==> src/rtl/rsg_pkg.sv <==
package rsg_pkg;

	localparam int IDX_W   = 10;
	localparam int DATA_W  = 16;
	localparam int GATE_W  = 24;
	localparam int ALPHA_W = 16;

	localparam int STORE_DEPTH = 1 << IDX_W;
	localparam int QUEUE_DEPTH = 4;

	localparam int BATCH_COUNT_DEF      = 4;
	localparam int VECTOR_DIM_DEF       = 256;
	localparam int SIGMOID_SEGMENTS_DEF = 64;

	localparam logic [ALPHA_W-1:0] ALPHA_RESET = 16'd4096;

	localparam logic CMD_STEP = 1'b0;
	localparam logic CMD_LOAD = 1'b1;

	// sigmoid table geometry, q8.8 input from -8 to 8
	localparam int KNOT_SPAN   = 4096;
	localparam int KNOT_HALF   = 2048;
	localparam int KNOT_SHIFT  = 12;
	localparam int SIG_W       = 17;
	localparam int SIG_ONE     = 65536;
	localparam int RECIP_SHIFT = 35;
	localparam int RECIP_W     = 32;

	localparam longint unsigned EXP_STEP_Q32 = 64'd4278222805;
	localparam longint unsigned ONE_Q32      = 64'd4294967296;

	typedef enum logic [1:0] {
		OP_STEP = 2'b00,
		OP_LOAD = 2'b01,
		OP_SKIP = 2'b10
	} op_t;

	typedef struct packed {
		op_t                      op;
		logic [IDX_W-1:0]         idx;
		logic signed [DATA_W-1:0] wx;
	} item_t;

	typedef struct packed {
		logic signed [DATA_W-1:0] h;
		logic                     clip;
	} hid_t;

	typedef struct packed {
		logic signed [DATA_W-1:0] hidden;
		logic [GATE_W-1:0]        gated;
		logic                     saturated;
	} res_t;

	// exp(-t/256) in q0.32 by binary powering, truncating products
	function automatic longint unsigned exp_neg_q32(input int unsigned t);
		longint unsigned r;
		longint unsigned p;
		r = ONE_Q32;
		p = EXP_STEP_Q32;
		for (int i = 0; i < 12; i++) begin
			if (((t >> i) & 1) != 0) begin
				r = (r * p) >> 32;
			end
			p = (p * p) >> 32;
		end
		return r;
	endfunction

endpackage

==> src/rtl/rsg_fifo.sv <==
module rsg_fifo #(
	parameter int WIDTH = 8,
	parameter int DEPTH = rsg_pkg::QUEUE_DEPTH
) (
	input  logic             clk,
	input  logic             arst_n,
	input  logic             push,
	input  logic [WIDTH-1:0] wdata,
	output logic             full,
	input  logic             pop,
	output logic [WIDTH-1:0] rdata,
	output logic             empty
);

	localparam int AW = $clog2(DEPTH);

	logic [WIDTH-1:0] mem_q [DEPTH];
	logic [AW-1:0]    wr_ptr_q;
	logic [AW-1:0]    rd_ptr_q;
	logic [AW:0]      count_q;
	logic             do_push;
	logic             do_pop;

	assign full    = (count_q == (AW+1)'(DEPTH));
	assign empty   = (count_q == '0);
	assign do_push = push && !full;
	assign do_pop  = pop && !empty;
	assign rdata   = mem_q[rd_ptr_q];

	always_ff @(posedge clk or negedge arst_n) begin
		if (!arst_n) begin
			wr_ptr_q <= '0;
			rd_ptr_q <= '0;
			count_q  <= '0;
		end else begin
			if (do_push) begin
				wr_ptr_q <= wr_ptr_q + AW'(1);
			end
			if (do_pop) begin
				rd_ptr_q <= rd_ptr_q + AW'(1);
			end
			count_q <= count_q + (AW+1)'(do_push) - (AW+1)'(do_pop);
		end
	end

	always_ff @(posedge clk) begin
		if (do_push) begin
			mem_q[wr_ptr_q] <= wdata;
		end
	end

endmodule

==> config.mk <==
export PLATFORM = sky130hd
export DESIGN_NAME = rsg_fifo
export DESIGN_NICKNAME = d
export VERILOG_FILES = /design/src/rtl/rsg_pkg.sv /design/src/rtl/rsg_fifo.sv
export SDC_FILE = /design/constraint.sdc
export NUM_CORES = 1
export LEC_CHECK = 0
export BUFFER_PORTS_ARGS = -buffer_cell sky130_fd_sc_hd__buf_2
export CAP_MARGIN = 20
export CORE_UTILIZATION = 45
export DETAILED_ROUTE_END_ITERATION = 10
export PLACE_DENSITY = 0.7
export SETUP_SLACK_MARGIN = 0.2
export SLEW_MARGIN = 10
export SYNTH_ARGS = -nofsm -noshare
export SYNTH_HDL_FRONTEND = slang
export SYNTH_SLANG_ARGS = --single-unit
export TNS_END_PERCENT = 5
==> constraint.sdc <==
create_clock -name clk -period 3.2 [get_ports clk]
set_clock_uncertainty 0.2 [all_clocks]
set_input_delay 0.16 -clock clk [delete_from_list [all_inputs] [get_ports clk]]
set_output_delay 0.16 -clock clk [all_outputs]
set_load 0.02 [all_outputs]
Yosys cells after proc, flatten, opt, wreduce, memory -nomap -nowiden
Memories as Yosys holds them, arrays and structs flattened.
Cells that the tools add are included.

word-level totals
  register bits after elaboration = 7
  memory bits (writable) = 32
  input bits = 12
  logic and storage cells = 16
  memories = 1

memories
  memory  depth  width  rd ports  clocked after memory_dff  write ports  RTL line        text
  mem_q   4      8      1         0                         1            rsg_fifo.sv:17  logic [WIDTH-1:0] mem_q [DEPTH];

operators by class
  add/sub/neg operators = 4
  equal/unequal tests = 1
  muxes and demuxes = 2
  reduce and logical (&&, ||, !) cells = 5

operators by type and width
  operator                                                       count
  2-bit by 1-bit adder with 2-bit output, second input constant  2
  3-bit by 1-bit adder with 3-bit output                         1
  3-bit == test, second input constant                           1
  3-bit logical NOT                                              1
  3-bit by 1-bit subtractor with 3-bit output                    1
  1-bit logical AND                                              2
  1-bit logical NOT                                              2
  1-bit 2-to-1 mux                                               2

Longest topological paths before layout
  word-level depth = 5
  mapped depth = 8
  mapped depth without buffers = 8

Worst setup path after synthesis
Ideal clock, no wire load.

  path kind = reg2reg
  start point = register count_q[1]
  end point = register count_q[2]
  setup time = 0.123 ns
  arrival time = 1.946 ns
  path slack = 0.931 ns
  stages on the path, launching flop included = 9
  clock period less this slack = 2.269 ns
  cells stage by stage = dfrtp_1 > o31ai_1 > inv_1 > ha_1 > inv_1 > ha_1 > fa_1 > xnor2_1 > xnor2_1

between the ends
  elaborated cells between the ends (all ways) = 8
  classes of those cells = 2 x add/sub; 1 x eq/ne; 5 x reduce/logical

RTL lines
  item                                         RTL line        text
  from (decl)                                  rsg_fifo.sv:20  logic [AW:0] count_q;
  from (signal assigned)                       rsg_fifo.sv:42  count_q <= count_q + (AW+1)'(do_push) - (AW+1)'(do_pop);
  3-bit logical NOT                            rsg_fifo.sv:25  assign empty = (count_q == '0);
  1-bit logical NOT                            rsg_fifo.sv:27  assign do_pop = pop && !empty;
  1-bit logical AND                            rsg_fifo.sv:27
  net do_pop                                   rsg_fifo.sv:22  logic do_pop;
  3-bit by 1-bit subtractor with 3-bit output  rsg_fifo.sv:42

The timed path passes the listed nets, and every way through them passes these cells.
A chain may end at the register's enable or synchronous reset.

Final worst setup path
Ends and elaborated chain as after synthesis.

==> run summary <==
CTS tree - built
fillers - 267
outcome - complete, no violations
die height - 62.1 um
average routed wire per standard cell - 15.0 um
leak pwr - 0.000759 uW
global placer's final weighted congestion - 0.719
initial antenna violation count - 0
r2r setup slk - 0.76 ns
crit path DAT - 2.50 ns
Total Die Area - 3850 um^2
Synth Register Bits - 39
RSZ-0062 raised after global routing - no
number of setup buffers added after CTS - 0
Seq/Total Area, Yosys - 70.0%
effective utilization at floorplan - 47.9%
min-delay worst type - primary input to register
worst skew pair latency - 0.34 ns
Avg Cell Area, Syn - 19.6 um^2
drt initial violations - 35
port bufs - 21
number of cells produced by synthesis - 83
Fin. Hold Viols - 0
CP Launch Type - register
vias per cell - 5.07
Die Span X - 62.1 um
vias post-DR - 851
Reg2Reg Launch Point - count_q[1]
Placed Area - 1770 um^2
clock root buffer - clkbuf_4
Max Fclk - 410 MHz
share of cells above drive strength 1 - 30.3%
pwr dens - 899 nW/um^2
antenna-violating nets left - 0
vias in the first global route - 852
CTS max path bufs - 2
Max-cap violations - 0
Critical Path Sink - count_q[2]
drt drc - 0
Fin Setup TNS - 0 ns
fin crit share - 76.3%
VDD IR-drop max - 0.000354 V
metal3 WL - 119 um
cts bufs inserted - 5
largest net degree at the start of global routing - 13
synthesized area - 1620 um^2
Layout Utilization - 58.8%
Req. time, crit path - 3.26 ns
Area Overhead vs Synth - 22.9%
routed wire length - 2530 um
relative slew slack - 59.5%
I/O pin cnt - 22
beginning of the critical path - count_q[1]
Resized cells post-CTS - 0
register area - 1140 um^2
worst-margin pin slew - 0.608 ns
total grt overflow - 0
final instance area - 1990 um^2
# diodes - 0
fin crit period - 2.44 ns
top routing layer used - met4
first-pass GRT wire length - 4050 um
Initial DRT Pass Iterations - 4
Ys Warns - 0
net count after synthesis - 102
Setup crit end kind - register
metal2 WL - 1230 um
hold buffers post-CTS - 12
post-layout net count - 140
total track usage - 15.9%
Pwr Total - 1790 uW
synth unique cells - 18
CORE AREA - 3390 um^2
Max FO, Critical Path - 7
path depth of the worst reg2reg path - 8
CP Class - register to register
Clock Sinks - 39
Slew Limit Fails - 0
row count - 21
htree depth - 2
FF-to-FF End - count_q[2]
DPL Wire Length - 1690 um
Metal-1 WL - 1130 um
Finish-stage setup viols - 0
Clock Pin Slew Worst Setup and Hold Paths - 0.11 ns
combined area of the multi-input logic cells - 452 um^2
## critical path, stage by stage (launching register included)
cell	delay (ns)
dfrtp_1	0.48
o31ai_1	0.37
inv_1	0.09
ha_1	0.29
inv_1	0.04
ha_1	0.18
fa_1	0.38
xnor2_1	0.19
xnor2_1	0.15
## routing by layer
layer	up-vias	track usage [%]
met5	-	0
met3	6	6.42
met1	417	19.7
li1	403	-
met4	0	6.67
met2	25	24.9
## worst min-delay path by stage
| stage | start | endpoint | slack (ns) | cells after the start |
|---|---|---|---|---|
| after floorplan | arst_n | count_q[0] | -0.34 | 0 |
| after global placement | arst_n | rd_ptr_q[1] | -0.20 | 1 |
| after detailed placement | arst_n | rd_ptr_q[0] | -0.20 | 1 |
| after CTS | wdata[6] | mem_q[3][6] | 0.35 | 2 |
| after global routing | wdata[2] | mem_q[2][2] | 0.36 | 2 |
| final | wdata[7] | mem_q[2][7] | 0.37 | 2 |
## layout make-up
cell class | count | share of cell area, %
Clock buffer | 6 | 2.07
Clock inverter | 2 | 3.01
Inverter | 6 | 1.13
Multi-Input combinational cell | 36 | 22.6
Sequential cell | 39 | 57.0
Tap cell | 46 | 2.89
Timing Repair Buffer | 33 | 11.3
## synthesized netlist by cell type
library cell / n / area (um^2)
edfxtp_1: 32 / 961
mux4_2: 8 / 180
dfrtp_1: 7 / 175
ha_1: 6 / 75.1
inv_1: 6 / 22.5
and3b_1: 4 / 35.0
nand2b_1: 4 / 25.0
xnor2_1: 4 / 35.0
nand4bb_1: 2 / 22.5
o211ai_1: 2 / 15.0
buf_4: 1 / 7.51
clkbuf_2: 1 / 5.00
fa_1: 1 / 20.0
nand2_1: 1 / 3.75
nor3_1: 1 / 5.00
nor3b_4: 1 / 18.8
o311ai_1: 1 / 8.76
o31ai_1: 1 / 7.51
## through the flow
step,cells,worst slack [ns],hold WS (ns)
4_1_cts,168,0.751,0.350
3_5_place_dp,148,0.746,-0.199
2_1_floorplan,83,0.931,-0.336
3_3_place_gp,148,0.892,-0.203
5_1_grt,168,0.587,0.363
6_report,168,0.759,0.369
## state kept, by name, summed over array words and instances, names as in the netlist
| name | count |
|---|---|
| mem_q | 32 |
| wr_ptr_q | 2 |
| rd_ptr_q | 2 |
| count_q | 3 |
## cell usage in the layout (no fill, tap or decap), drive strengths merged
cell type / count
dlygate4sd3: 12
inv: 6
buf: 21
nand4bb: 2
nand2: 1
dfrtp: 7
bufinv: 2
xnor2: 4
clkbuf: 6
o311ai: 1
nor3b: 1
o31ai: 1
fa: 1
nor3: 1
ha: 6
nand2b: 4
and3b: 4
o211ai: 2
mux4: 8
edfxtp: 32
## power by group
group	switching (uW)	internal (uW)	total, uW
registers	140	686	826
clock network	148	244	392
logic	290	286	576
total	578	1220	1790
## cells by family (layout without fill, tap and decap cells)
family / count (synthesis) / count (layout) / synth area share [%]
flip-flops: 39 / 39 / 70.0
AND/OR/NAND/NOR: 13 / 13 / 6.78
multiplexers: 8 / 8 / 11.1
buffers and inverters: 8 / 47 / 2.16
adder cells (fa/ha/maj): 7 / 7 / 5.86
AO/OA/AOI/OAI: 4 / 4 / 1.93
XOR/XNOR: 4 / 4 / 2.16
(Power assumes the default switching activity.)
