## src/rtl/rsg_pkg.sv

```systemverilog
package rsg_pkg;

	localparam int IDX_W   = 10;
	localparam int DATA_W  = 16;
	localparam int GATE_W  = 24;
	localparam int ALPHA_W = 16;

	localparam int STORE_DEPTH = 1 << IDX_W;
	localparam int QUEUE_DEPTH = 4;

	localparam int BATCH_COUNT_DEF      = 4;
	localparam int VECTOR_DIM_DEF       = 256;
	localparam int SIGMOID_SEGMENTS_DEF = 64;

	localparam logic [ALPHA_W-1:0] ALPHA_RESET = 16'd4096;

	localparam logic CMD_STEP = 1'b0;
	localparam logic CMD_LOAD = 1'b1;

	// sigmoid table geometry, q8.8 input from -8 to 8
	localparam int KNOT_SPAN   = 4096;
	localparam int KNOT_HALF   = 2048;
	localparam int KNOT_SHIFT  = 12;
	localparam int SIG_W       = 17;
	localparam int SIG_ONE     = 65536;
	localparam int RECIP_SHIFT = 35;
	localparam int RECIP_W     = 32;

	localparam longint unsigned EXP_STEP_Q32 = 64'd4278222805;
	localparam longint unsigned ONE_Q32      = 64'd4294967296;

	typedef enum logic [1:0] {
		OP_STEP = 2'b00,
		OP_LOAD = 2'b01,
		OP_SKIP = 2'b10
	} op_t;

	typedef struct packed {
		op_t                      op;
		logic [IDX_W-1:0]         idx;
		logic signed [DATA_W-1:0] wx;
	} item_t;

	typedef struct packed {
		logic signed [DATA_W-1:0] h;
		logic                     clip;
	} hid_t;

	typedef struct packed {
		logic signed [DATA_W-1:0] hidden;
		logic [GATE_W-1:0]        gated;
		logic                     saturated;
	} res_t;

	// exp(-t/256) in q0.32 by binary powering, truncating products
	function automatic longint unsigned exp_neg_q32(input int unsigned t);
		longint unsigned r;
		longint unsigned p;
		r = ONE_Q32;
		p = EXP_STEP_Q32;
		for (int i = 0; i < 12; i++) begin
			if (((t >> i) & 1) != 0) begin
				r = (r * p) >> 32;
			end
			p = (p * p) >> 32;
		end
		return r;
	endfunction

endpackage

```

## src/rtl/rsg_gate.sv

```systemverilog
module rsg_gate #(
	parameter int SIGMOID_SEGMENTS = rsg_pkg::SIGMOID_SEGMENTS_DEF
) (
	input  logic          clk,
	input  logic          arst_n,
	input  logic          adv,
	input  logic          v_s2,
	input  rsg_pkg::hid_t hid_s2,
	output logic          v_s8,
	output rsg_pkg::res_t res_s8
);

	localparam int SEGS = SIGMOID_SEGMENTS;
	localparam int KW   = $clog2(SEGS);
	localparam int PW   = KW + 14;
	localparam int SW   = rsg_pkg::SIG_W;

	logic [SW-1:0]               knot_val [SEGS+1];
	logic [12:0]                 knot_off [SEGS+1];
	logic [SW-1:0]               seg_base [SEGS];
	logic signed [SW:0]          seg_d    [SEGS];
	logic [rsg_pkg::RECIP_W-1:0] seg_rcp  [SEGS];

	// knot values of the sigmoid, fixed at elaboration
	for (genvar k = 0; k <= SEGS; k++) begin : g_knot
		localparam int U   = (rsg_pkg::KNOT_SPAN * k) / SEGS;
		localparam int POS = U - rsg_pkg::KNOT_HALF;
		localparam int T   = (POS < 0) ? -POS : POS;
		localparam longint unsigned DEN = rsg_pkg::ONE_Q32 + rsg_pkg::exp_neg_q32(T);
		localparam longint unsigned SV  = ((64'd1 << 48) + (DEN >> 1)) / DEN;
		localparam longint unsigned KV  = (POS < 0) ? (64'(rsg_pkg::SIG_ONE) - SV) : SV;
		assign knot_val[k] = SW'(KV);
		assign knot_off[k] = 13'(U);
	end

	for (genvar k = 0; k < SEGS; k++) begin : g_seg
		localparam int W0 = (rsg_pkg::KNOT_SPAN * k) / SEGS;
		localparam int W1 = (rsg_pkg::KNOT_SPAN * (k + 1)) / SEGS;
		localparam longint unsigned RCP =
			((64'd1 << rsg_pkg::RECIP_SHIFT) + 64'(W1 - W0) - 64'd1) / 64'(W1 - W0);
		assign seg_base[k] = knot_val[k];
		assign seg_d[k]    = $signed({1'b0, knot_val[k+1]}) - $signed({1'b0, knot_val[k]});
		assign seg_rcp[k]  = rsg_pkg::RECIP_W'(RCP);
	end

	// stage 3: square, segment search
	logic                v_s3;
	rsg_pkg::hid_t       hid_s3;
	logic [30:0]         sq_s3;
	logic [11:0]         u_s3;
	logic [KW-1:0]       k_s3;
	logic                below_s3;
	logic                above_s3;

	logic signed [16:0]  u;
	logic [PW-1:0]       kprod;
	logic [PW-13:0]      kraw;
	logic [KW-1:0]       seg_k;
	logic [31:0]         sq;

	assign u     = 17'(hid_s2.h) + 17'sd2048;
	assign kprod = (PW'(u[11:0]) + PW'(1)) * PW'(SEGS) - PW'(1);
	assign kraw  = kprod[PW-1:12];
	assign seg_k = (kraw >= (PW-12)'(SEGS)) ? KW'(SEGS - 1) : KW'(kraw);
	assign sq    = 32'(hid_s2.h) * 32'(hid_s2.h);

	// stage 4: slope times offset
	logic                v_s4;
	rsg_pkg::hid_t       hid_s4;
	logic [30:0]         sq_s4;
	logic [26:0]         n_s4;
	logic                neg_s4;
	logic [SW-1:0]       base_s4;
	logic [rsg_pkg::RECIP_W-1:0] rcp_s4;

	logic signed [SW:0]  d;
	logic [SW-1:0]       dm;
	logic [11:0]         t_full;
	logic [9:0]          t;

	assign d      = seg_d[k_s3];
	assign dm     = d[SW] ? SW'(-d) : SW'(d);
	assign t_full = u_s3 - knot_off[k_s3][11:0];
	assign t      = t_full[9:0];

	// stage 5: divide by segment width through its reciprocal
	logic                v_s5;
	rsg_pkg::hid_t       hid_s5;
	logic [30:0]         sq_s5;
	logic                neg_s5;
	logic [SW-1:0]       base_s5;
	logic [SW-1:0]       q_s5;
	logic [58:0]         qprod;

	assign qprod = 59'(n_s4) * 59'(rcp_s4);

	// stage 6: sigmoid value
	logic                v_s6;
	rsg_pkg::hid_t       hid_s6;
	logic [30:0]         sq_s6;
	logic [SW-1:0]       sig_s6;
	logic signed [SW+1:0] y;
	logic [SW-1:0]       sig;

	assign y = neg_s5 ? ($signed({2'b00, base_s5}) - $signed({2'b00, q_s5}))
	                  : ($signed({2'b00, base_s5}) + $signed({2'b00, q_s5}));

	always_comb begin
		if (y < 0) begin
			sig = '0;
		end else if (y > (SW+2)'(rsg_pkg::SIG_ONE)) begin
			sig = SW'(rsg_pkg::SIG_ONE);
		end else begin
			sig = SW'(y);
		end
	end

	// stage 7: square times sigmoid, stage 8: round to q16.8
	logic                v_s7;
	rsg_pkg::hid_t       hid_s7;
	logic [47:0]         gprod_s7;
	logic [47:0]         grnd;

	assign grnd = gprod_s7 + 48'd8388608;

	always_ff @(posedge clk or negedge arst_n) begin
		if (!arst_n) begin
			v_s3 <= 1'b0;
			v_s4 <= 1'b0;
			v_s5 <= 1'b0;
			v_s6 <= 1'b0;
			v_s7 <= 1'b0;
			v_s8 <= 1'b0;
		end else if (adv) begin
			v_s3 <= v_s2;
			v_s4 <= v_s3;
			v_s5 <= v_s4;
			v_s6 <= v_s5;
			v_s7 <= v_s6;
			v_s8 <= v_s7;
		end
	end

	always_ff @(posedge clk) begin
		if (adv) begin
			hid_s3   <= hid_s2;
			sq_s3    <= sq[30:0];
			u_s3     <= u[11:0];
			k_s3     <= seg_k;
			below_s3 <= u[16] || (u == '0);
			above_s3 <= !u[16] && (u[15:12] != '0);

			hid_s4 <= hid_s3;
			sq_s4  <= sq_s3;
			neg_s4 <= d[SW];
			rcp_s4 <= seg_rcp[k_s3];
			if (below_s3) begin
				n_s4    <= '0;
				base_s4 <= knot_val[0];
			end else if (above_s3) begin
				n_s4    <= '0;
				base_s4 <= knot_val[SEGS];
			end else begin
				n_s4    <= 27'(dm) * 27'(t);
				base_s4 <= seg_base[k_s3];
			end

			hid_s5  <= hid_s4;
			sq_s5   <= sq_s4;
			neg_s5  <= neg_s4;
			base_s5 <= base_s4;
			q_s5    <= SW'(qprod >> rsg_pkg::RECIP_SHIFT);

			hid_s6 <= hid_s5;
			sq_s6  <= sq_s5;
			sig_s6 <= sig;

			hid_s7   <= hid_s6;
			gprod_s7 <= 48'(sq_s6) * 48'(sig_s6);

			res_s8.hidden    <= hid_s7.h;
			res_s8.gated     <= grnd[47:24];
			res_s8.saturated <= hid_s7.clip;
		end
	end

endmodule

```

## config.mk

```make
export PLATFORM = sky130hd
export DESIGN_NAME = rsg_gate
export DESIGN_NICKNAME = d
export VERILOG_FILES = /design/src/rtl/rsg_pkg.sv /design/src/rtl/rsg_gate.sv
export SDC_FILE = /design/constraint.sdc
export NUM_CORES = 2
export LEC_CHECK = 0
export ABC_AREA = 0
export BUFFER_PORTS_ARGS = -buffer_cell sky130_fd_sc_hd__buf_2
export CORE_MARGIN = 1
export CORE_UTILIZATION = 60
export CTS_BUF_LIST = sky130_fd_sc_hd__clkbuf_2 sky130_fd_sc_hd__clkbuf_4 sky130_fd_sc_hd__clkbuf_8
export CTS_CLUSTER_SIZE = 16
export DETAILED_ROUTE_END_ITERATION = 8
export HOLD_SLACK_MARGIN = 0.1
export PLACE_DENSITY = 0.87
export SLEW_MARGIN = 30
export SYNTH_ARGS = -nofsm -noshare
export SYNTH_HDL_FRONTEND = slang
export SYNTH_SLANG_ARGS = --single-unit
```

## constraint.sdc

```tcl
create_clock -name clk -period 10.2 [get_ports clk]
set_clock_uncertainty 0.05 [all_clocks]
set_input_delay 2.04 -clock clk [delete_from_list [all_inputs] [get_ports clk]]
set_output_delay 2.04 -clock clk [all_outputs]
set_load 0.01 [all_outputs]
```

* Word level (Yosys, flattened, before mapping)
Memory sizes are Yosys's and may differ from the RTL's. A register that Yosys moved wholly into a read port is not among the register bits.
Cells that the tools add are included.
** Cells by class
- Add/sub/neg operators :: 8
- Multiply operators :: 4
- Order comparisons :: 5
- Muxes and demuxes :: 10
- Bitwise operators :: 1
- Reduce and logical (&&, ||, !) cells :: 7
** Operator list (count)
- $mux 17 :: 4
- $mul 27x32->52 :: 1
- $add 48x24->48 const B :: 1
- $mul 31x17->48 :: 1
- $mux 18 :: 2
- $mul 16x16->31 :: 1
- $mul 17x10->27 :: 1
- $mux 10 :: 2
- $sub 19x1->20 const B :: 1
- $gt 19x18->1 const B :: 1
- $lt 19x1->1 const B :: 1
- $mux 19 :: 1
- $add 17x17->18 :: 1
- $sub 17x17->18 :: 1
- $add 16x13->17 const B :: 1
- $logic_not 17->1 :: 1
- $neg 17->17 :: 1
- $mux 16 :: 1
- $add 12x1->13 const B :: 1
- $sub 10x10->10 :: 1
- $ge 7x8->1 const B :: 1
- $ge 8x7->1 const B :: 1
- $ge 7x7->1 const B :: 1
- $not 6->7 :: 1
- other kinds (5) :: 6
** Word-level totals
- Bits in registers :: 419
- ROM bits :: 5952
- Bits of input ports :: 21
- Output and inout port bits :: 42
- Logic and storage cells :: 76
- Memories :: 4
** Memories
- (name not given) :: depth 64, width 32, read ports 1, clocked after memory_dff 1, wr ports 0, line rsg_gate.sv:156 : rcp_s4 <= seg_rcp[k_s3];
- (name not given) :: depth 128, width 13, read ports 1, clocked after memory_dff 0, wr ports 0, line rsg_gate.sv:83 : assign t_full = u_s3 - knot_off[k_s3][11:0];
- (name not given) :: depth 64, width 18, read ports 1, clocked after memory_dff 0, wr ports 0, line rsg_gate.sv:81 : assign d = seg_d[k_s3];
- (name not given) :: depth 64, width 17, read ports 1, clocked after memory_dff 0, wr ports 0, line rsg_gate.sv:165 : base_s4 <= seg_base[k_s3];

* Depth between registers and ports, before layout
- Depth after elaboration :: 7
- Gate-level depth with buffers :: 31
- Gate-level depth less buffers :: 29

* Least setup slack after synthesis
Ideal clock, no wire load.
- Path kind :: input to register
- Start :: input port hid_s2[16] (netlist bit)
- End :: register sq_s3[30], data pin
- Library setup time :: 260 ps
- Arrival :: 8021 ps
- Required time :: 9890 ps
- Path slack :: 1869 ps
- Stages :: 21
- Path buffers :: 2
- Cell sequence :: clkbuf_1 inv_1 buf_1 nor2_1 fa_1 fa_1 inv_1 fa_1 inv_1 fa_1 fa_1 inv_1 fa_1 inv_1 ha_1 o21a_1 o21ai_0 o21ai_0 a211o_1 a21oi_1 xnor2_1
** On the way
- Word-level cells in the longest chain between the ends :: 1
** RTL lines
- from (decl) :: line rsg_gate.sv:8 : input rsg_pkg::hid_t hid_s2,
- $mul 16x16->31 :: line rsg_gate.sv:65 : assign sq = 32'(hid_s2.h) * 32'(hid_s2.h);
- net sq[30] :: line rsg_gate.sv:59 : logic [31:0] sq;
- to (signal assigned) :: line rsg_gate.sv:147 : sq_s3 <= sq[30:0];
- to (decl) :: line rsg_gate.sv:49 : logic [30:0] sq_s3;
The timed path passes the listed nets, and every way through them passes these cells.
A chain may end at the register's enable or synchronous reset.

* Final worst setup path
- Start :: register k_s3[0]
- End :: register n_s4[17], data pin
** On the way
- Word-level cells in the longest chain between the ends :: 7
- Elaborated cells between the ends (all ways) :: 11
- Classes of those cells :: add/sub (2); mul (1); mux (5); bitwise (1); memory (2)
** RTL lines
- from (decl) :: line rsg_gate.sv:51 : logic [KW-1:0] k_s3;
- from (signal assigned) :: line rsg_gate.sv:149 : k_s3 <= seg_k;
- $not 6->7 (implied by the code) (*) :: line rsg_gate.sv:81, rsg_gate.sv:83
- $mem_v2 64x18
- $mux 18 (implied by the code) (2 in series) :: line rsg_gate.sv:81
- $neg 17->17 :: line rsg_gate.sv:82 : assign dm = d[SW] ? SW'(-d) : SW'(d);
- $mux 17 :: line rsg_gate.sv:82
- $mul 17x10->27 (*) :: line rsg_gate.sv:164 : n_s4 <= 27'(dm) * 27'(t);
- to (signal assigned) :: line rsg_gate.sv:164
- to (decl) :: line rsg_gate.sv:71 : logic [26:0] n_s4;
Every way passes the cells marked *; elsewhere a longest branch is shown, timed or not. The select of a mux whose other input is x is not followed.

==> results.md <==
Timing:
- The final sum of negative setup slack is 0 ps.
- The clock period could shrink to 8450 ps.
- The final count of negative-setup-slack endpoints is 0.
- Based on the critical path, the design can be clocked at up to 118 MHz.
- The slew at the pin with the worst max-slew slack is 1030 ps.
- The normalized max-slew margin is 31.1%.
- The worst setup margin is 1750 ps.
- In the finished design, the share of the clock period the worst path needs comes to 82.9%.
- Setup repair after global routing left no endpoint under its margin.
- The total count of hold-check failures in the final report is 0.
- The final number of max-transition violations is 0.

Logic synthesis:
- The number of flops mapped to enable cells by yosys is 358.
- fa_1 takes more of the synthesized area than any other cell.
- The Yosys warning count is 0.
- The commonest cells after synthesis are inv_1 (899), fa_1 (731), nand2_1 (543).
- For this run, the leading register cell type out of synthesis is edfxtp_1.
- The post-synthesis cell area is 0.0428 mm².
- The synthesized netlist contains 84 unique library cells.
- The cell with the most instances after synthesis is inv_1.
- The average instance area after synthesis is 10.2 µm².
- Counting every net in the synthesized netlist gives 5240.
- The proportion of synthesized chip area in sequential cells is 25.5%.
- The share of the synthesized area in the top cell type is 34.2%.
- The synthesized design contains 364 register bits.
- After synthesis, the cell types taking the most area are fa_1 (34%), edfxtp_1 (25%), ha_1 (8.7%).
- The async set or reset register ratio after synthesis is 1.65%.
- The post-synthesis instance total is 4190.

Run status:
- The run finished with clean final reports.

Worst hold path:
- The worst hold path begins at sq_s5[0]$_DFFE_PP_.
- The worst hold path belongs to the class reg -> reg.

Clock tree:
- The number of gates resized after cts is 0.
- The clock transition at the register clock pins on the worst setup and hold paths after CTS is 70 ps.
- The number of setup buffers added after CTS is 0.
- CTS placed an instance of clkbuf_8 at the clock tree root.
- The maximum level of the CTS H-tree is 3.
- The insertion delay to the later sink of the worst-skew pair is 670 ps.
- TritonCTS built the clock tree.
- Buffers inserted to repair hold after CTS numbered 0.
- The clock sink total is 364.
- The total CTS buffers is 66.
- No sink is reached through more buffers than the 3 on the longest clock path.

Floorplan:
- The floorplan step defined a core boundary enclosing 0.0703 mm².
- The die covers 0.0724 mm².
- The number of placed I/O pins is 63.
- The die is 269 µm wide.
- From bottom edge to top edge, the die measures 269 µm.
- The floorplan has 97 rows.
- The effective utilization at floorplan is 60.9%.

Critical path:
- The worst setup path is launched from a flip-flop.
- Data arrives at the worst endpoint at 8820 ps.
- The slowest cell on the critical path is a211oi_2.
- Along the worst path, the maximum fanout reaches 18.
- In this run the worst setup path begins at k_s3[0]$_SDFFCE_PP1P_.
- The most numerous cell type found on the critical path is fa_1.
- The sort of element at the end of the critical path is a flip-flop.
- For this run, the slowest stage of the critical path takes 900 ps.
- The worst register-to-register path begins at k_s3[0]$_SDFFCE_PP1P_.
- The required time at the endpoint of the critical path is 10560 ps.
- The type of the worst setup path is reg -> reg.

Layout:
- Of the cells placed in the final design, the portion with a size suffix greater than 1 is 5.71%.
- Once layout is done, the placed cells without fillers occupy 0.0453 mm².
- The area overhead of the layout relative to synthesis is 5.76%.
- Measured on the finished design, the core utilization comes to 64.4%.
- The number of nets in the finished design is 5238.

Route:
- After detailed routing, the total wire length is 98.3 mm.
- The per-cell via count in the routed design is 5.74.
- After detailed routing, the average wire length per cell comes to 19.0 µm.
- In the routed design, unresolved DRC markers number 0.
- The detailed-router iteration count before antenna repair is 8.
- The initial DRC count is 3109.
- The total number of vias is 29700.
- Once detail routing completed, the nets flagged for antenna violations numbered 0.

Place:
- Routability-driven placement finished with a final weighted congestion of 0.945.
- At the placement stage, the worst setup path has a slack of 1270 ps.
- The number of I/O port buffers is 62.
- Detailed placement finished with a half-perimeter wire length of 73.1 mm.
- The placement-stage cell area is 0.0440 mm².

GRT:
- The number of global-route vias before repair came to 32100.
- The wire length of the first global-routing pass is 162 mm.
- Entering global routing, the biggest net connects 159 pins.
- The number of antenna violations at the first check in global routing came to 1.
- For this run, the total global-route usage over all layers was measured as 28.2%.
- Global routing finished with a remaining overflow of 0.

Flow run:
- Across the run, the number of max-cap violations was 0.
## per-stage QoR
| step | cells | hold WS (ps) |
|---|---|---|
| 2_1_floorplan | 4190 | 350 |
| 3_3_place_gp | 5058 | 350 |
| 3_5_place_dp | 5059 | 355 |
| 4_1_cts | 5174 | 339 |
| 5_1_grt | 5176 | 346 |
| 6_report | 5176 | 340 |
## layout make-up
cell class	count	area (µm²)
timing repair buffer	99	638
inverter	907	3400
clock buffer	79	1010
multi-input combinational	2750	27900
sequential	364	10900
tap	940	1180
clock inverter	36	289
antenna	1	2.50
fill	5143	25000
## worst paths after layout
check | endpoint | slack (ps) | cells past startpoint
min in group asynchronous | v_s4$_DFFE_PN0P_ | 1160 | 1
max | n_s4[17]$_SDFFCE_PP0P_ | 1750 | 26
min | sq_s6[0]$_DFFE_PP_ | 340 | 0
max reg2reg | n_s4[17]$_SDFFCE_PP0P_ | 1750 | 26
min reg2reg | sq_s6[0]$_DFFE_PP_ | 340 | 0
max in group asynchronous | v_s7$_DFFE_PN0P_ | 8800 | 1
## cell families (layout without fill, tap and decap cells)
family | after synthesis | count (layout) | synth area share, %
AO/OA/AOI/OAI | 393 | 393 | 6.20
XOR/XNOR | 130 | 130 | 2.66
adder cells (fa/ha/maj) | 1029 | 1029 | 42.9
buffers and inverters | 1076 | 1121 | 9.49
flip-flops | 364 | 364 | 25.5
multiplexers | 17 | 17 | 0.450
other | 0 | 1 | 0
AND/OR/NAND/NOR | 1181 | 1181 | 12.9
## layout by cell type, fill, tap and decap left out, types with 7 or more instances in the layout
master	count
o21bai_1	10
nand2b_1	16
nor2_1	186
ha_1	298
and3_1	20
o311ai_0	9
mux2_2	8
xor2_1	35
fa_1	731
buf_2	61
nand4_1	14
o21a_1	13
o211ai_1	14
mux2i_1	8
a211oi_1	21
xnor2_1	94
clkinv_2	9
or2_2	7
a31oi_1	24
buf_4	32
nand2_1	543
o21ai_1	8
a21oi_1	113
clkbuf_4	13
clkinv_1	15
o21ai_0	63
inv_1	899
edfxtp_1	358
clkbuf_8	66
nand3_1	39
and2_1	263
a21o_1	43
nor3_1	46
nor2b_1	19
## sequential cells by signal, summed over array words and instances (netlist names), 6 cells and up
| signal | flops |
|---|---|
| base_s4 | 16 |
| base_s5 | 16 |
| gprod_s7 | 25 |
| hid_s3 | 8 |
| hid_s4 | 16 |
| hid_s5 | 16 |
| hid_s6 | 16 |
| hid_s7 | 17 |
| k_s3 | 6 |
| n_s4 | 17 |
| q_s5 | 17 |
| res_s8 | 41 |
| sig_s6 | 17 |
| sq_s3 | 29 |
| sq_s4 | 30 |
| sq_s5 | 30 |
| sq_s6 | 30 |
| u_s3 | 9 |
## metal layers
| layer | vias up | global-route usage [%] | routed length (µm) |
|---|---|---|---|
| met2 | 1646 | 47.0 | 47700 |
| met3 | 339 | 5.60 | 9880 |
| met4 | 0 | 12.2 | 4390 |
| li1 | 13000 | - | - |
| met5 | - | 0 | 0 |
| met1 | 14700 | 36.0 | 36300 |
## worst max-delay path: cells and delay by family (launching register included)
| kind | cells | cell delay [ps] |
|---|---|---|
| AND/OR/NAND/NOR | 3 | 840 |
| adder cells (fa/ha/maj) | 7 | 3400 |
| AO/OA/AOI/OAI | 10 | 2710 |
| buffers and inverters | 5 | 610 |
| XOR/XNOR | 1 | 200 |
| flip-flops | 1 | 360 |
Power is left out: the tool's default activity adds up to more than one toggle a clock period on the data nets, which glitch-free logic cannot reach.
