$ cat config.mk
export PLATFORM = sky130hd
export DESIGN_NAME = rsg_front
export DESIGN_NICKNAME = d
export VERILOG_FILES = /design/src/rtl/rsg_pkg.sv /design/src/rtl/rsg_fifo.sv /design/src/rtl/rsg_front.sv
export SDC_FILE = /design/constraint.sdc
export NUM_CORES = 1
export LEC_CHECK = 0
export BUFFER_PORTS_ARGS = -buffer_cell sky130_fd_sc_hd__buf_2
export CORE_ASPECT_RATIO = 1.75
export CORE_MARGIN = 1.5
export CORE_UTILIZATION = 45
export CTS_CLUSTER_DIAMETER = 60
export DETAILED_ROUTE_END_ITERATION = 8
export HOLD_SLACK_MARGIN = 0.06
export PLACE_DENSITY = 0.62
export SYNTH_ARGS = -nofsm -noshare
export SYNTH_HDL_FRONTEND = slang
export SYNTH_SLANG_ARGS = --single-unit
$ cat constraint.sdc
create_clock -name clk -period 2.57 [get_ports clk]
set_clock_uncertainty 0.2 [all_clocks]
set_input_delay 0.6425 -clock clk [delete_from_list [all_inputs] [get_ports clk]]
set_output_delay 0.6425 -clock clk [all_outputs]
set_load 0.01 [all_outputs]
$ cat src/rtl/rsg_pkg.sv
package rsg_pkg;

	localparam int IDX_W   = 10;
	localparam int DATA_W  = 16;
	localparam int GATE_W  = 24;
	localparam int ALPHA_W = 16;

	localparam int STORE_DEPTH = 1 << IDX_W;
	localparam int QUEUE_DEPTH = 4;

	localparam int BATCH_COUNT_DEF      = 4;
	localparam int VECTOR_DIM_DEF       = 256;
	localparam int SIGMOID_SEGMENTS_DEF = 64;

	localparam logic [ALPHA_W-1:0] ALPHA_RESET = 16'd4096;

	localparam logic CMD_STEP = 1'b0;
	localparam logic CMD_LOAD = 1'b1;

	// sigmoid table geometry, q8.8 input from -8 to 8
	localparam int KNOT_SPAN   = 4096;
	localparam int KNOT_HALF   = 2048;
	localparam int KNOT_SHIFT  = 12;
	localparam int SIG_W       = 17;
	localparam int SIG_ONE     = 65536;
	localparam int RECIP_SHIFT = 35;
	localparam int RECIP_W     = 32;

	localparam longint unsigned EXP_STEP_Q32 = 64'd4278222805;
	localparam longint unsigned ONE_Q32      = 64'd4294967296;

	typedef enum logic [1:0] {
		OP_STEP = 2'b00,
		OP_LOAD = 2'b01,
		OP_SKIP = 2'b10
	} op_t;

	typedef struct packed {
		op_t                      op;
		logic [IDX_W-1:0]         idx;
		logic signed [DATA_W-1:0] wx;
	} item_t;

	typedef struct packed {
		logic signed [DATA_W-1:0] h;
		logic                     clip;
	} hid_t;

	typedef struct packed {
		logic signed [DATA_W-1:0] hidden;
		logic [GATE_W-1:0]        gated;
		logic                     saturated;
	} res_t;

	// exp(-t/256) in q0.32 by binary powering, truncating products
	function automatic longint unsigned exp_neg_q32(input int unsigned t);
		longint unsigned r;
		longint unsigned p;
		r = ONE_Q32;
		p = EXP_STEP_Q32;
		for (int i = 0; i < 12; i++) begin
			if (((t >> i) & 1) != 0) begin
				r = (r * p) >> 32;
			end
			p = (p * p) >> 32;
		end
		return r;
	endfunction

endpackage

$ cat src/rtl/rsg_fifo.sv
module rsg_fifo #(
	parameter int WIDTH = 8,
	parameter int DEPTH = rsg_pkg::QUEUE_DEPTH
) (
	input  logic             clk,
	input  logic             arst_n,
	input  logic             push,
	input  logic [WIDTH-1:0] wdata,
	output logic             full,
	input  logic             pop,
	output logic [WIDTH-1:0] rdata,
	output logic             empty
);

	localparam int AW = $clog2(DEPTH);

	logic [WIDTH-1:0] mem_q [DEPTH];
	logic [AW-1:0]    wr_ptr_q;
	logic [AW-1:0]    rd_ptr_q;
	logic [AW:0]      count_q;
	logic             do_push;
	logic             do_pop;

	assign full    = (count_q == (AW+1)'(DEPTH));
	assign empty   = (count_q == '0);
	assign do_push = push && !full;
	assign do_pop  = pop && !empty;
	assign rdata   = mem_q[rd_ptr_q];

	always_ff @(posedge clk or negedge arst_n) begin
		if (!arst_n) begin
			wr_ptr_q <= '0;
			rd_ptr_q <= '0;
			count_q  <= '0;
		end else begin
			if (do_push) begin
				wr_ptr_q <= wr_ptr_q + AW'(1);
			end
			if (do_pop) begin
				rd_ptr_q <= rd_ptr_q + AW'(1);
			end
			count_q <= count_q + (AW+1)'(do_push) - (AW+1)'(do_pop);
		end
	end

	always_ff @(posedge clk) begin
		if (do_push) begin
			mem_q[wr_ptr_q] <= wdata;
		end
	end

endmodule

$ cat src/rtl/rsg_front.sv
module rsg_front #(
	parameter int BATCH_COUNT = rsg_pkg::BATCH_COUNT_DEF,
	parameter int VECTOR_DIM  = rsg_pkg::VECTOR_DIM_DEF
) (
	input  logic                              clk,
	input  logic                              arst_n,
	input  logic                              push,
	output logic                              full,
	input  logic                              cmd,
	input  logic [rsg_pkg::IDX_W-1:0]         element_index,
	input  logic signed [rsg_pkg::DATA_W-1:0] wx_value,
	input  logic                              head_pop,
	output logic                              head_valid,
	output rsg_pkg::item_t                    head
);

	localparam int unsigned TOTAL = BATCH_COUNT * VECTOR_DIM;

	rsg_pkg::item_t item;
	logic           oob;
	logic           q_empty;
	logic [$bits(rsg_pkg::item_t)-1:0] q_rdata;

	assign oob = (32'(element_index) >= 32'(TOTAL));

	always_comb begin
		item.idx = element_index;
		item.wx  = wx_value;
		if (oob) begin
			item.op = rsg_pkg::OP_SKIP;
		end else if (cmd == rsg_pkg::CMD_LOAD) begin
			item.op = rsg_pkg::OP_LOAD;
		end else begin
			item.op = rsg_pkg::OP_STEP;
		end
	end

	rsg_fifo #(
		.WIDTH($bits(rsg_pkg::item_t)),
		.DEPTH(rsg_pkg::QUEUE_DEPTH)
	) u_queue (
		.clk   (clk),
		.arst_n(arst_n),
		.push  (push),
		.wdata (item),
		.full  (full),
		.pop   (head_pop),
		.rdata (q_rdata),
		.empty (q_empty)
	);

	assign head_valid = !q_empty;
	assign head       = rsg_pkg::item_t'(q_rdata);

endmodule

* Word-level counts from Yosys, hierarchy flattened
Memory sizes are Yosys's and may differ from the RTL's. Index checks and enable logic that the tools add are counted.
Word-level totals: register bits after elaboration 7, memory bits (writable) 108, input port bits 31, output and inout port bits 30, word-level logic and storage cells 17, memories kept 1
Memories:
- u_queue.mem_q | depth 4, width 27, read ports 1, clocked after memory_dff 0, write ports 1, line rsg_fifo.sv:17 | logic [WIDTH-1:0] mem_q [DEPTH];
Operators by class: add/subtract/negate cells 4, eq/ne operators 1, mux-type cells 3, reduce and logical (&&, ||, !) cells 5
Operator list (number):
- 2-bit by 1-bit adder with 2-bit output (second input constant) | 2
- 3-bit by 1-bit adder with 3-bit output | 1
- 3-bit equality test (second input constant) | 1
- 3-bit zero test | 1
- 1-bit two-way mux | 3
- 3-bit by 1-bit subtractor with 3-bit output | 1
- 1-bit logical AND | 2
- 1-bit zero test | 2

* Logic depth before layout (Yosys ltp)
Gate-level depths: netlist (run 1).
depth after elaboration 5, gate-level depth with buffers 7, mapped depth without buffers 6

* Hierarchy
A second synthesis (run 1) with hierarchy kept.
Unflattened totals: cells, all modules 189, area total of the unflattened synthesis 4521.8 µm²
By module, submodules not included:
- rsg_fifo | times used 1, cells an instance 187, area each 4514.3 µm², sequential area each 3538.4 µm²
- rsg_front | times used 1, cells an instance 2, area each 7.5 µm², sequential area each 0.0 µm²

* Worst setup path before layout (run 1)
OpenSTA, ideal clock, no wires.
path kind register to register, start point register u_queue.count_q[1], end point register u_queue.count_q[2], library setup time 0.123 ns, arrival 1.762 ns, data required time 2.247 ns, slack 0.486 ns, stages on the path, launching flop included 8, path buffers 1, period minus slack after synthesis 2.084 ns, path through dfrtp_1 > clkbuf_2 > o31a_1 > ha_1 > inv_1 > ha_1 > fa_1 > xnor2_1
Between the ends: elaborated cells between the ends (all ways) 8, classes of those cells 2 x add/sub; 1 x eq/ne; 5 x reduce/logical
RTL lines:
- from (decl) | line rsg_fifo.sv:20 | logic [AW:0] count_q;
- from (signal assigned) | line rsg_fifo.sv:42 | count_q <= count_q + (AW+1)'(do_push) - (AW+1)'(do_pop);
- 3-bit zero test | line rsg_fifo.sv:25 | assign empty = (count_q == '0);
- 1-bit zero test | line rsg_fifo.sv:27 | assign do_pop = pop && !empty;
- 1-bit logical AND | line rsg_fifo.sv:27
- named net u_queue.do_pop | line rsg_fifo.sv:22 | logic do_pop;
- 3-bit by 1-bit subtractor with 3-bit output | line rsg_fifo.sv:42
The timed path passes the listed nets, and every way through them passes these cells. A chain may end at the register's enable or synchronous reset.

==> impl_results.md, run 1 <==
- Outcome: finished, violations left
- Violated checks: setup timing
- Initial antenna violation count: 0
- Antenna viol nets, final: 0
- Crit. End Element: output port
- HP Start: element_index[7]
- Area after DPL: 4881 µm²
- CTS tree: yes
- Minimum clock period: 2.591 ns
- Filler cells: 668
- IO Pins: 61
- Seq/Total Area, Yosys: 0.7786
- Avg Inst Size Synth: 23.73 µm²
- Clock H-tree levels: 4
- Pre-CTS setup slack: 0.3596 ns
- Leak: 2.099 nW
- Distinct cells, synth: 25
- Cell taking the most area after synthesis: edfxtp_1
- PortBufs: 59
- Drt via density: 5.120
- All-Layer GR Usage: 0.1663
- Core ar.: 9468 µm²
- Clock Tree Buf Depth: 2
- Initial core utilization: 0.4637
- Share of post-route cells with drive strength above 1: 0.4596
- Gr ovfl total: 0
- Total power: 0.007516 W
- P&R area growth vs syn: 31.18%
- Crit-path slowest cell: mux4_2
- Most common cell in the netlist: edfxtp_1
- Drt drc: 0
- #FFs+latches synth: 115
- Required @ worst endpoint: 1.73 ns
- RSZ-0062 raised after global routing: true
- Final worst setup slack: -0.02099 ns
- Primary FF master, synth: edfxtp_1
- Cell Area, Synth: 4390 µm²
- Worst setup SP type: register
- Most frequent CP cell: buf_12
- CP Cell Sequence: buf_12 > buf_12 > mux4_2 > buf_6
- Number of flops mapped to enable cells by yosys: 108
- Critical path class: reg -> out
- Pre-antenna DRT Iters: 4
- Ys async rst share: 0.06087
- Least-Margin Pin Slew: 0.5048 ns
- Worst-case hold slack: 0.2553 ns
- Relative slew margins: 0.6620
- Synthesized Nets: 223
- Crit path buffers/inverters: 3
- Row count: 47
- Fmax: 0.3860 GHz
- VDD IR max: 0.0009285 V
- Average wire per standard cell: 19.62 µm
- Setup crit start: u_queue.rd_ptr_q[0]$_DFFE_PN0P_
- Chip height: 133.7 µm
- Top cells by count, synth: edfxtp_1, mux4_2, dfrtp_1
- DR vias: 2084
- Final setup viols: 4
- Final core utilization: 0.6083
- Crit path max fanout: 6
- Later-pin clock latency in the skew report: 0.40 ns
- Mapped Cells: 185
- Max-cap violations: 0
- Area contributors post-synth: edfxtp_1, mux4_2, dfrtp_1
- Die width: 77.67 µm
- Power per cell area: 1305 nW/µm²
- CTS buffer count: 17
- Max stage delay on crit path: 0.55 ns
- Hold Vio Cnt, Final: 0
- Layout Nets: 310
- Die outline area: 10380 µm²
- Final instance area: 5759 µm²
- Clk root buf: clkbuf_16
- Antenna cells: 0
- Vias in the first global route: 2316
- Gpl congestion: 0.6869
- Final period utilization: 1.008
- Synth top area share: 0.7387
- DP Wirelength: 4.899 mm
- R2r startpoint: u_queue.count_q[2]$_DFF_PN0_
- Detailed Route Iter0 Violations: 97
- Worst path top cell family by delay: multiplexers
- Max-slew violation count: 0
- Worst-path clk slew: 0.05 ns
- Worst Path Arrival: 1.75 ns
- First-pass GRT wire length: 12.19 mm
- Routed WL: 7.986 mm
- Hold Path Class: in -> reg
- Synth warnings: 0
- Clock sink count: 115
- Largest net degree at the start of global routing: 24
-- power by group --
part           switching, W  leakage (nW)  total [W]  internal (W)
Combinational       0.00105         0.716    0.00233       0.00127
Clock              0.000744         0.313    0.00254       0.00180
Sequential         0.000152          1.07    0.00264       0.00249
Total               0.00195          2.10    0.00752       0.00557
-- final timing paths --
check | depth (start not counted) | slack [ns] | endpoint
max | 4 | -0.02 | head[2]
min | 1 | 0.26 | u_queue.mem_q[1][23]$_DFFE_PP_
min in group asynchronous | 2 | 0.40 | u_queue.wr_ptr_q[0]$_DFFE_PN0P_
max reg2reg | 6 | 0.42 | u_queue.count_q[2]$_DFF_PN0_
min reg2reg | 2 | 0.42 | u_queue.wr_ptr_q[1]$_DFFE_PN0P_
max in group asynchronous | 2 | 1.60 | u_queue.rd_ptr_q[0]$_DFFE_PN0P_
-- logic make-up after synthesis --
logic type | synth area share
simple gates | 0.02394
buf+inv | 0.02023
xor+xnor | 0.007981
compound gates | 0.007409
flops | 0.7786
fa+ha+maj | 0.02166
other cells | 0.0008541
mux | 0.1394
-- metrics by stage --
step / TNS (ns) / std cells
floorplan: 0 / 185
global route: -0.9014 / 407
detailed placement: 0 / 369
global placement: 0 / 369
CTS: -0.4132 / 402
finish: -0.03082 / 407
-- layer usage --
layer | part of all wire | GRT usage | vias to the layer above
li1 | - | - | 942
met2 | 0.57 | 0.2976 | 50
met3 | 0.039 | 0.05959 | 14
met1 | 0.37 | 0.1710 | 1078
met4 | 0.019 | 0.07273 | 0
met5 | 0 | 0 | -
-- sequential cells by signal (all words and copies together), names as in the netlist --
name / cells
u_queue.mem_q: 108
u_queue.count_q: 3
u_queue.rd_ptr_q: 2
u_queue.wr_ptr_q: 2
-- layout by cell type, fill, tap and decap left out, drive strengths merged --
cell type	netlist	final
dlygate4sd3	0	1
bufinv	0	6
ha	6	6
buf	7	72
nand2	1	1
fa	1	1
nand2b	3	3
mux4	27	27
nor2b	1	1
clkinv	0	5
o31a	1	1
clkbuf	1	23
nor3b	1	1
nand4bb	2	2
dfrtp	7	7
or3	1	1
and3b	4	4
xor2	2	2
inv	6	6
o311ai	1	1
conb	1	1
xnor2	2	2
o211ai	2	2
clkinvlp	0	1
edfxtp	108	108
-- area by class of cell --
type,instances,area [µm²],area share
well taps,122,152.6,0.02650
repair buffers,76,638.1,0.1108
clock inverters,12,210.2,0.03650
flip-flops and latches,115,3420,0.5937
multi-input cells,56,879.6,0.1527
inverters,6,22.52,0.003910
clock buffers,20,436.7,0.07582
-- what timing repair did --
action                     in CTS  in global routing
hold endpoints to repair        7                  0
setup endpoints to repair      20                 21
pin swaps                       0                  0
gates resized for setup         9                 12
setup buffers                   0                  1
cloned                          0                  4
hold buffers                    1                  0
(Power assumes the default switching activity.)
==> run 2: changes to the inputs <==
CAP_MARGIN = 30   (was default)
CTS_CLUSTER_DIAMETER = default   (was 60)
SYNTH_HIERARCHICAL = 1   (was default)
==> run 2 against run 1 <==
  * Cell count up 2.2%
  * Final area shrank 0.20%
  * Sequential power is 4% higher
  * Sequential cell count rose by 4
  * Critical path depth fell by 1
  * Setup slack better by 0.036 ns
  * The run now ends clean
  * Critical path type unchanged
  * Combinational power is 8% lower
==> impl_results.md, run 2 <==
- Register-to-Register Path Depth: 8 (+2)
- Inst Count DP: 383 (+3.8%)
- Crit path max fanout: 11 (+5)
- Chip height: 135.6 µm (+1.5%)
- XOR/XNOR share of the synthesized area: 0.007748 (-0.0002318)
- Antenna cells: 0 (unchanged)
- Clk root buf: clkbuf_16
- First-pass GRT wire length: 11.99 mm (-1.7%)
- Average wire per standard cell: 18.76 µm (-4.4%)
- R2r startpoint: u_queue/count_q[1]$_DFF_PN0_
- All-Layer GR Usage: 0.1610 (-0.005306)
- DR vias: 2116 (+1.5%)
- Leak: 2.081 nW (-0.88%)
- Share of post-route cells with drive strength above 1: 0.4467 (-0.01291)
- Minimum clock period: 2.555 ns (-0.03561 ns)
- FF/Latch Area: 3540 µm² (+3.5%)
- Crit. End Element: output port
- Pre-antenna DRT Iters: 4 (unchanged)
- Die outline area: 10680 µm² (+2.9%)
- Main combinational cell family by area after synthesis: multiplexers
- Gr ovfl total: 0 (unchanged)
- Clock sink count: 119 (+3.5%)
- Critical path class: reg -> out
- Mapped Cells: 189 (+2.2%)
- Largest register FFs: 112 (+3.7%)
- Ys async rst share: 0.05882 (-0.002046)
- CP Cell Sequence: clkbuf_16 > mux4_2 > buf_6
- Fin cells: 416 (+2.2%)
- Final setup viols: 0 (-4)
- Initial core utilization: 0.4619 (-0.001812)
- Largest registers: u_queue/mem_q x112, u_queue/count_q x3
- Internal cell power: 0.005207 W (-6.4%)
- Max-slew violation count: 0 (unchanged)
- Filler cells: 727 (+8.8%)
- Required @ worst endpoint: 1.73 ns (about the same)
- Worst setup SP type: register
- Most frequent cells in the layout: edfxtp_1, buf_2, mux4_2, clkbuf_16, buf_6
- Worst R2R End: u_queue/count_q[2]$_DFF_PN0_
- Largest net degree at the start of global routing: 23 (-4.2%)
- Die width: 78.78 µm (+1.4%)
- Hold Path End: u_queue/mem_q[0][1]$_DFFE_PP_
- Worst path top cell family by delay: multiplexers
- Synth warnings: 6 (+6)
- Hold Path Class: in -> reg
- Sequential share of power: 0.386 (+0.035)
- Setup TNS: 0 ns (+0.03082 ns)
- Seq/Total Area, Yosys: 0.7825 (+0.003943)
- Number of cells on the worst hold path: 1 (unchanged)
- Clock H-tree levels: 4 (unchanged)
- Clock power share: 0.314 (-0.025)
- Worst-path clk slew: 0.05 ns (about the same)
- RSZ-0062 raised after global routing: true
- Antenna viol nets, final: 0 (unchanged)
- Largest register by flop count: u_queue/mem_q
- Gpl congestion: 0.7019 (+2.2%)
- Crit path buffers/inverters: 2 (-1)
- Drt via density: 5.087 (-0.66%)
- Final period utilization: 0.9943 (-0.01386)
- Cell Area, Synth: 4522 µm² (+3.0%)
- CTS buffer count: 17 (unchanged)
- DP Wirelength: 4.968 mm (+1.4%)
- Final worst setup slack: 0.01462 ns (+0.03561 ns)
- Worst Path Arrival: 1.71 ns (-0.04 ns)
- Hold Vio Cnt, Final: 0 (unchanged)
- Initial antenna violation count: 0 (unchanged)
- CTS tree: yes
- VDD IR max: 0.0007009 V (-25%)
- Post-synthesis adder-cell area fraction: 0.02103 (-0.0006293)
- Row count: 48 (+2.1%)
- Detailed Route Iter0 Violations: 93 (-4.1%)
- Pre-CTS setup slack: 0.1359 ns (-0.2237 ns)
- Most common cell in the netlist: edfxtp_1
- Max stage delay on crit path: 0.52 ns (-0.03 ns)
- Fmax: 0.3913 GHz (+1.4%)
- Number of flops mapped to enable cells by yosys: 112 (+3.7%)
- Max-cap violations: 0 (unchanged)
- Total power: 0.007118 W (-5.3%)
- Later-pin clock latency in the skew report: 0.40 ns (about the same)
- #FFs+latches synth: 119 (+3.5%)
- Vias in the first global route: 2298 (-0.78%)
- PortBufs: 60 (+1.7%)
- Area contributors post-synth: edfxtp_1, mux4_2, dfrtp_1
- Final core utilization: 0.5872 (-0.02113)
- HP Start: wx_value[1]
- Distinct cells, synth: 20 (-20%)
- Primary FF master, synth: edfxtp_1
- Drt drc: 0 (unchanged)
- Reg2Reg Setup Slack: 0.22 ns (-0.20 ns)
- Crit-path slowest cell: mux4_2
- Synth Area in Simple Gates: 0.02435 (+0.0004113)
- Comb pwr share: 0.301 (-0.009)
- Switching power of the nets: 0.001910 W (-2.1%)
- Mux share of post-synthesis cell area: 0.1395 (about the same)
- Core ar.: 9789 µm² (+3.4%)
- IO Pins: 61 (unchanged)
- Most common cell after layout, fill and taps aside: edfxtp_1
- Power per cell area: 1238 nW/µm² (-5.1%)
- Synth Area in Compound Gates: 0.006918 (-0.0004920)
- Layout Nets: 317 (+2.3%)
- Avg Inst Size Synth: 23.93 µm² (+0.81%)
- Clock Tree Buf Depth: 2 (unchanged)
- Top cells by count, synth: edfxtp_1, mux4_2, dfrtp_1, inv_1, ha_1
- Cell taking the most area after synthesis: edfxtp_1
- P&R area growth vs syn: 27.12%
- Sw Ratio: 0.2684 (+0.008882)
- Multi-input gate area: 922.1 µm² (+4.8%)
- Routed WL: 7.805 mm (-2.3%)
- Synth top area share: 0.7438 (+0.005102)
- Outcome: completed
## run 2: changes by cell type after synthesis, moves of 2 or more
cell | previous run | this run
xnor2_1 | 2 | 4
xor2_1 | 2 | 0
buf_6 | 1 | 3
mux4_2 | 26 | 28
edfxtp_1 | 108 | 112
## run 2: kinds of logic (layout without fill, tap and decap cells)
family          after synthesis  in the layout
flops                       119            119
mux                          28             28
simple gates                 13             13
buf+inv                      13            112
fa+ha+maj                     7              7
compound gates                4              4
xor+xnor                      4              4
other cells                   1              4
## run 2: layout make-up
type | count | area share
clock buffer | 19 | 0.07532
sequential | 119 | 0.6158
clock inverter | 12 | 0.02351
inverter | 7 | 0.004571
multi-input combinational | 60 | 0.1604
timing repair buffer | 74 | 0.09317
tap | 125 | 0.02721
## run 2: power by group through the flow
stage               Combinational [W]  Sequential, W  Clock [W]
finish                        0.00214        0.00275    0.00223
global route                  0.00231        0.00278    0.00236
CTS                           0.00200        0.00274    0.00228
detailed placement            0.00194        0.00277          0
global placement              0.00194        0.00274          0
floorplan                     0.00128        0.00272          0
## run 2: how the worst max path moves through the flow
stage	to	cells past startpoint	slack, ns	start
2_1_floorplan	u_queue/count_q[2]$_DFF_PN0_	8	0.30	u_queue/count_q[1]$_DFF_PN0_
3_3_place_gp	u_queue/count_q[2]$_DFF_PN0_	9	0.19	head_pop
5_1_grt	head[22]	3	-0.06	u_queue/rd_ptr_q[0]$_DFFE_PN0P_
3_5_place_dp	u_queue/count_q[2]$_DFF_PN0_	8	0.14	u_queue/count_q[1]$_DFF_PN0_
6_report	head[17]	3	0.01	u_queue/rd_ptr_q[0]$_DFFE_PN0P_
4_1_cts	head[21]	3	-0.02	u_queue/rd_ptr_q[0]$_DFFE_PN0P_
## run 2: timing repair
action / CTS / global route
resized for setup: 4 / 13
cloned: 0 / 1
buffers inserted: 0 / 0
setup endpoints to repair: 8 / 29
hold endpoints to repair: 7 / 0
hold buffers: 1 / 0
## run 2: metal layers
metal,track usage,wire (µm)
met5,0,0
met3,0.05791,312
met2,0.2696,4248
met1,0.1853,3129
met4,0.06845,114
## run 2: metrics by stage
stage | hold WS (ns) | instance area (µm²)
after detailed placement | 0.2865 | 5042
after CTS | 0.2405 | 5645
after global placement | 0.2872 | 5042
after global routing | 0.2500 | 5748
after floorplan | 0.1469 | 4533
final | 0.2576 | 5748
==> run 3: changes to the inputs <==
CTS_BUF_LIST = sky130_fd_sc_hd__clkbuf_4 sky130_fd_sc_hd__clkbuf_8   (was default)
GPL_TIMING_DRIVEN = 1   (was default)
REMOVE_ABC_BUFFERS = 1   (was default)
==> run 3 against run 2 <==
  * The flow now finishes with violations (setup timing)
  * Wire length fell by 1.4%
  * Hold slack worse by 0.018 ns
  * Clock power fell by 32%
  * Core utilization down 2.1 points
  * Via count fell by 0.57%
  * Largest cell class unchanged
==> impl_results.md, run 3 (synthesis gave the netlist of run 2 again) <==
- Crit. End Element: output port
- Drt via density: 5.070 (-0.33%)
- Sequential share of power: 0.426 (+0.040)
- Drt drc: 0 (unchanged)
- Antenna viol nets, final: 0 (unchanged)
- Pre-CTS setup slack: 0.1500 ns (+0.01406 ns)
- Final period utilization: 1.002 (+0.007584)
- Initial antenna violation count: 0 (unchanged)
- Comb pwr share: 0.338 (+0.037)
- Largest registers: u_queue/mem_q x112, u_queue/count_q x3
- Vias in the first global route: 2285 (-0.57%)
- VDD IR max: 0.0008255 V (+18%)
- Worst-path clk slew: 0.07 ns (+0.02 ns)
- Share of post-route cells with drive strength above 1: 0.4517 (+0.004989)
- First-pass GRT wire length: 12.08 mm (+0.80%)
- Gr ovfl total: 0 (unchanged)
- Clk root buf: clkbuf_8
- Violated checks: setup timing
- All-Layer GR Usage: 0.1624 (+0.001449)
- Max-slew violation count: 0 (unchanged)
- Clock power share: 0.237 (-0.077)
- Pre-antenna DRT Iters: 4 (unchanged)
- CP Cell Sequence: buf_12 > mux4_2 > buf_6
- Crit-path slowest cell: mux4_2
- Gpl congestion: 0.6963 (-0.80%)
- Initial core utilization: 0.4619 (unchanged)
- Inst Count DP: 381 (-0.52%)
- Crit path max fanout: 16 (+5)
- Later-pin clock latency in the skew report: 0.42 ns (+0.02 ns)
- Chip height: 135.6 µm (unchanged)
- Row count: 48 (unchanged)
- Clock sink count: 119 (unchanged)
- Leak: 1.977 nW (-5.0%)
- Required @ worst endpoint: 1.73 ns (about the same)
- Final core utilization: 0.5660 (-0.02122)
- Setup TNS: -0.004874 ns (-0.004874 ns)
- Minimum clock period: 2.575 ns (+0.01949 ns)
- CTS buffer count: 17 (unchanged)
- Internal cell power: 0.004570 W (-12%)
- Final worst setup slack: -0.004874 ns (-0.01949 ns)
- Max stage delay on crit path: 0.55 ns (+0.03 ns)
- Layout Nets: 315 (-0.63%)
- DR vias: 2104 (-0.57%)
- P&R area growth vs syn: 22.52%
- Area after DPL: 5055 µm² (+0.25%)
- CTS tree: yes
- Hold Path Class: in -> reg
- Most frequent cells in the layout: edfxtp_1, buf_2, mux4_2, clkbuf_8, buf_6
- Die outline area: 10680 µm² (unchanged)
- Worst setup SP type: register
- Die width: 78.78 µm (unchanged)
- Hold Vio Cnt, Final: 0 (unchanged)
- Worst Path Arrival: 1.73 ns (+0.02 ns)
- Sw Ratio: 0.2870 (+0.01861)
- Clock Tree Buf Depth: 2 (unchanged)
- Filler cells: 759 (+4.4%)
- Max-cap violations: 0 (unchanged)
- Largest register by flop count: u_queue/mem_q
- DP Wirelength: 5.012 mm (+0.89%)
- Routed WL: 7.692 mm (-1.4%)
- Largest register FFs: 112 (unchanged)
- Clock H-tree levels: 4 (unchanged)
- PortBufs: 60 (unchanged)
- RSZ-0062 raised after global routing: true
- Outcome: finished, violations left
- Antenna cells: 0 (unchanged)
- Average wire per standard cell: 18.53 µm (-1.2%)
- Final setup viols: 1 (+1)
- Largest net degree at the start of global routing: 23 (unchanged)
- Fin cells: 415 (-0.24%)
- IO Pins: 61 (unchanged)
- Switching power of the nets: 0.001840 W (-3.7%)
- Fmax: 0.3884 GHz (-0.76%)
- Core ar.: 9789 µm² (unchanged)
- Most common cell after layout, fill and taps aside: edfxtp_1
- Power per cell area: 1157 nW/µm² (-6.6%)
- Final instance area: 5540 µm² (-3.6%)
- Detailed Route Iter0 Violations: 68 (-27%)
- Critical path class: reg -> out
-- run 3: per-layer routing --
metal,share of wire,vias up,GRT usage
li1,-,958,-
met1,0.37,1092,0.1730
met2,0.57,46,0.2854
met3,0.040,8,0.05791
met4,0.016,0,0.07143
met5,0,-,0
-- run 3: area by class of cell --
cell class                 instances  area [µm²]  area share
clock inverter                    13       112.6     0.02033
tap                              125       156.4     0.02823
clock buffer                      19       249.0     0.04494
timing repair buffer              72       536.8     0.09688
multi-input combinational         60       919.6      0.1660
sequential                       119        3540      0.6389
inverter                           7       26.28    0.004743
-- run 3: final timing paths --
path | startpoint | to | slack (ns) | cells past startpoint
max | u_queue/rd_ptr_q[0]$_DFFE_PN0P_ | head[27] | -0.005 | 3
min | wx_value[10] | u_queue/mem_q[3][10]$_DFFE_PP_ | 0.24 | 1
max reg2reg | u_queue/count_q[1]$_DFF_PN0_ | u_queue/count_q[2]$_DFF_PN0_ | 0.18 | 8
min reg2reg | u_queue/wr_ptr_q[1]$_DFFE_PN0P_ | u_queue/wr_ptr_q[1]$_DFFE_PN0P_ | 0.43 | 2
max in group asynchronous | arst_n | u_queue/rd_ptr_q[0]$_DFFE_PN0P_ | 1.61 | 2
min in group asynchronous | arst_n | u_queue/count_q[1]$_DFF_PN0_ | 0.39 | 2
-- run 3: worst max-delay path: cells and delay by family, from the launching register on --
kind	cells	cell delay, ns
muxes	1	0.55
buffers and inverters	2	0.34
DFF	1	0.41
-- run 3: metrics by stage --
stage	power (W)	hold WS, ns
3_3_place_gp	0.004712	0.2881
5_1_grt	0.006723	0.2061
3_5_place_dp	0.004742	0.2862
4_1_cts	0.006434	0.2114
6_report	0.006409	0.2400
2_1_floorplan	0.003924	0.1469
-- run 3: repair_timing --
action,in CTS,in global routing
endpoints found under the hold margin,7,0
endpoints found under the setup margin,13,28
hold buffers,1,0
buffers inserted,1,0
gates resized for setup,12,6
-- run 3: power by group through the flow --
stage / registers (W) / logic, W / clock network (W)
finish: 0.00273 / 0.00216 / 0.00152
global route: 0.00276 / 0.00232 / 0.00164
CTS: 0.00273 / 0.00215 / 0.00156
floorplan: 0.00287 / 0.00105 / 0
detailed placement: 0.00277 / 0.00198 / 0
global placement: 0.00274 / 0.00197 / 0
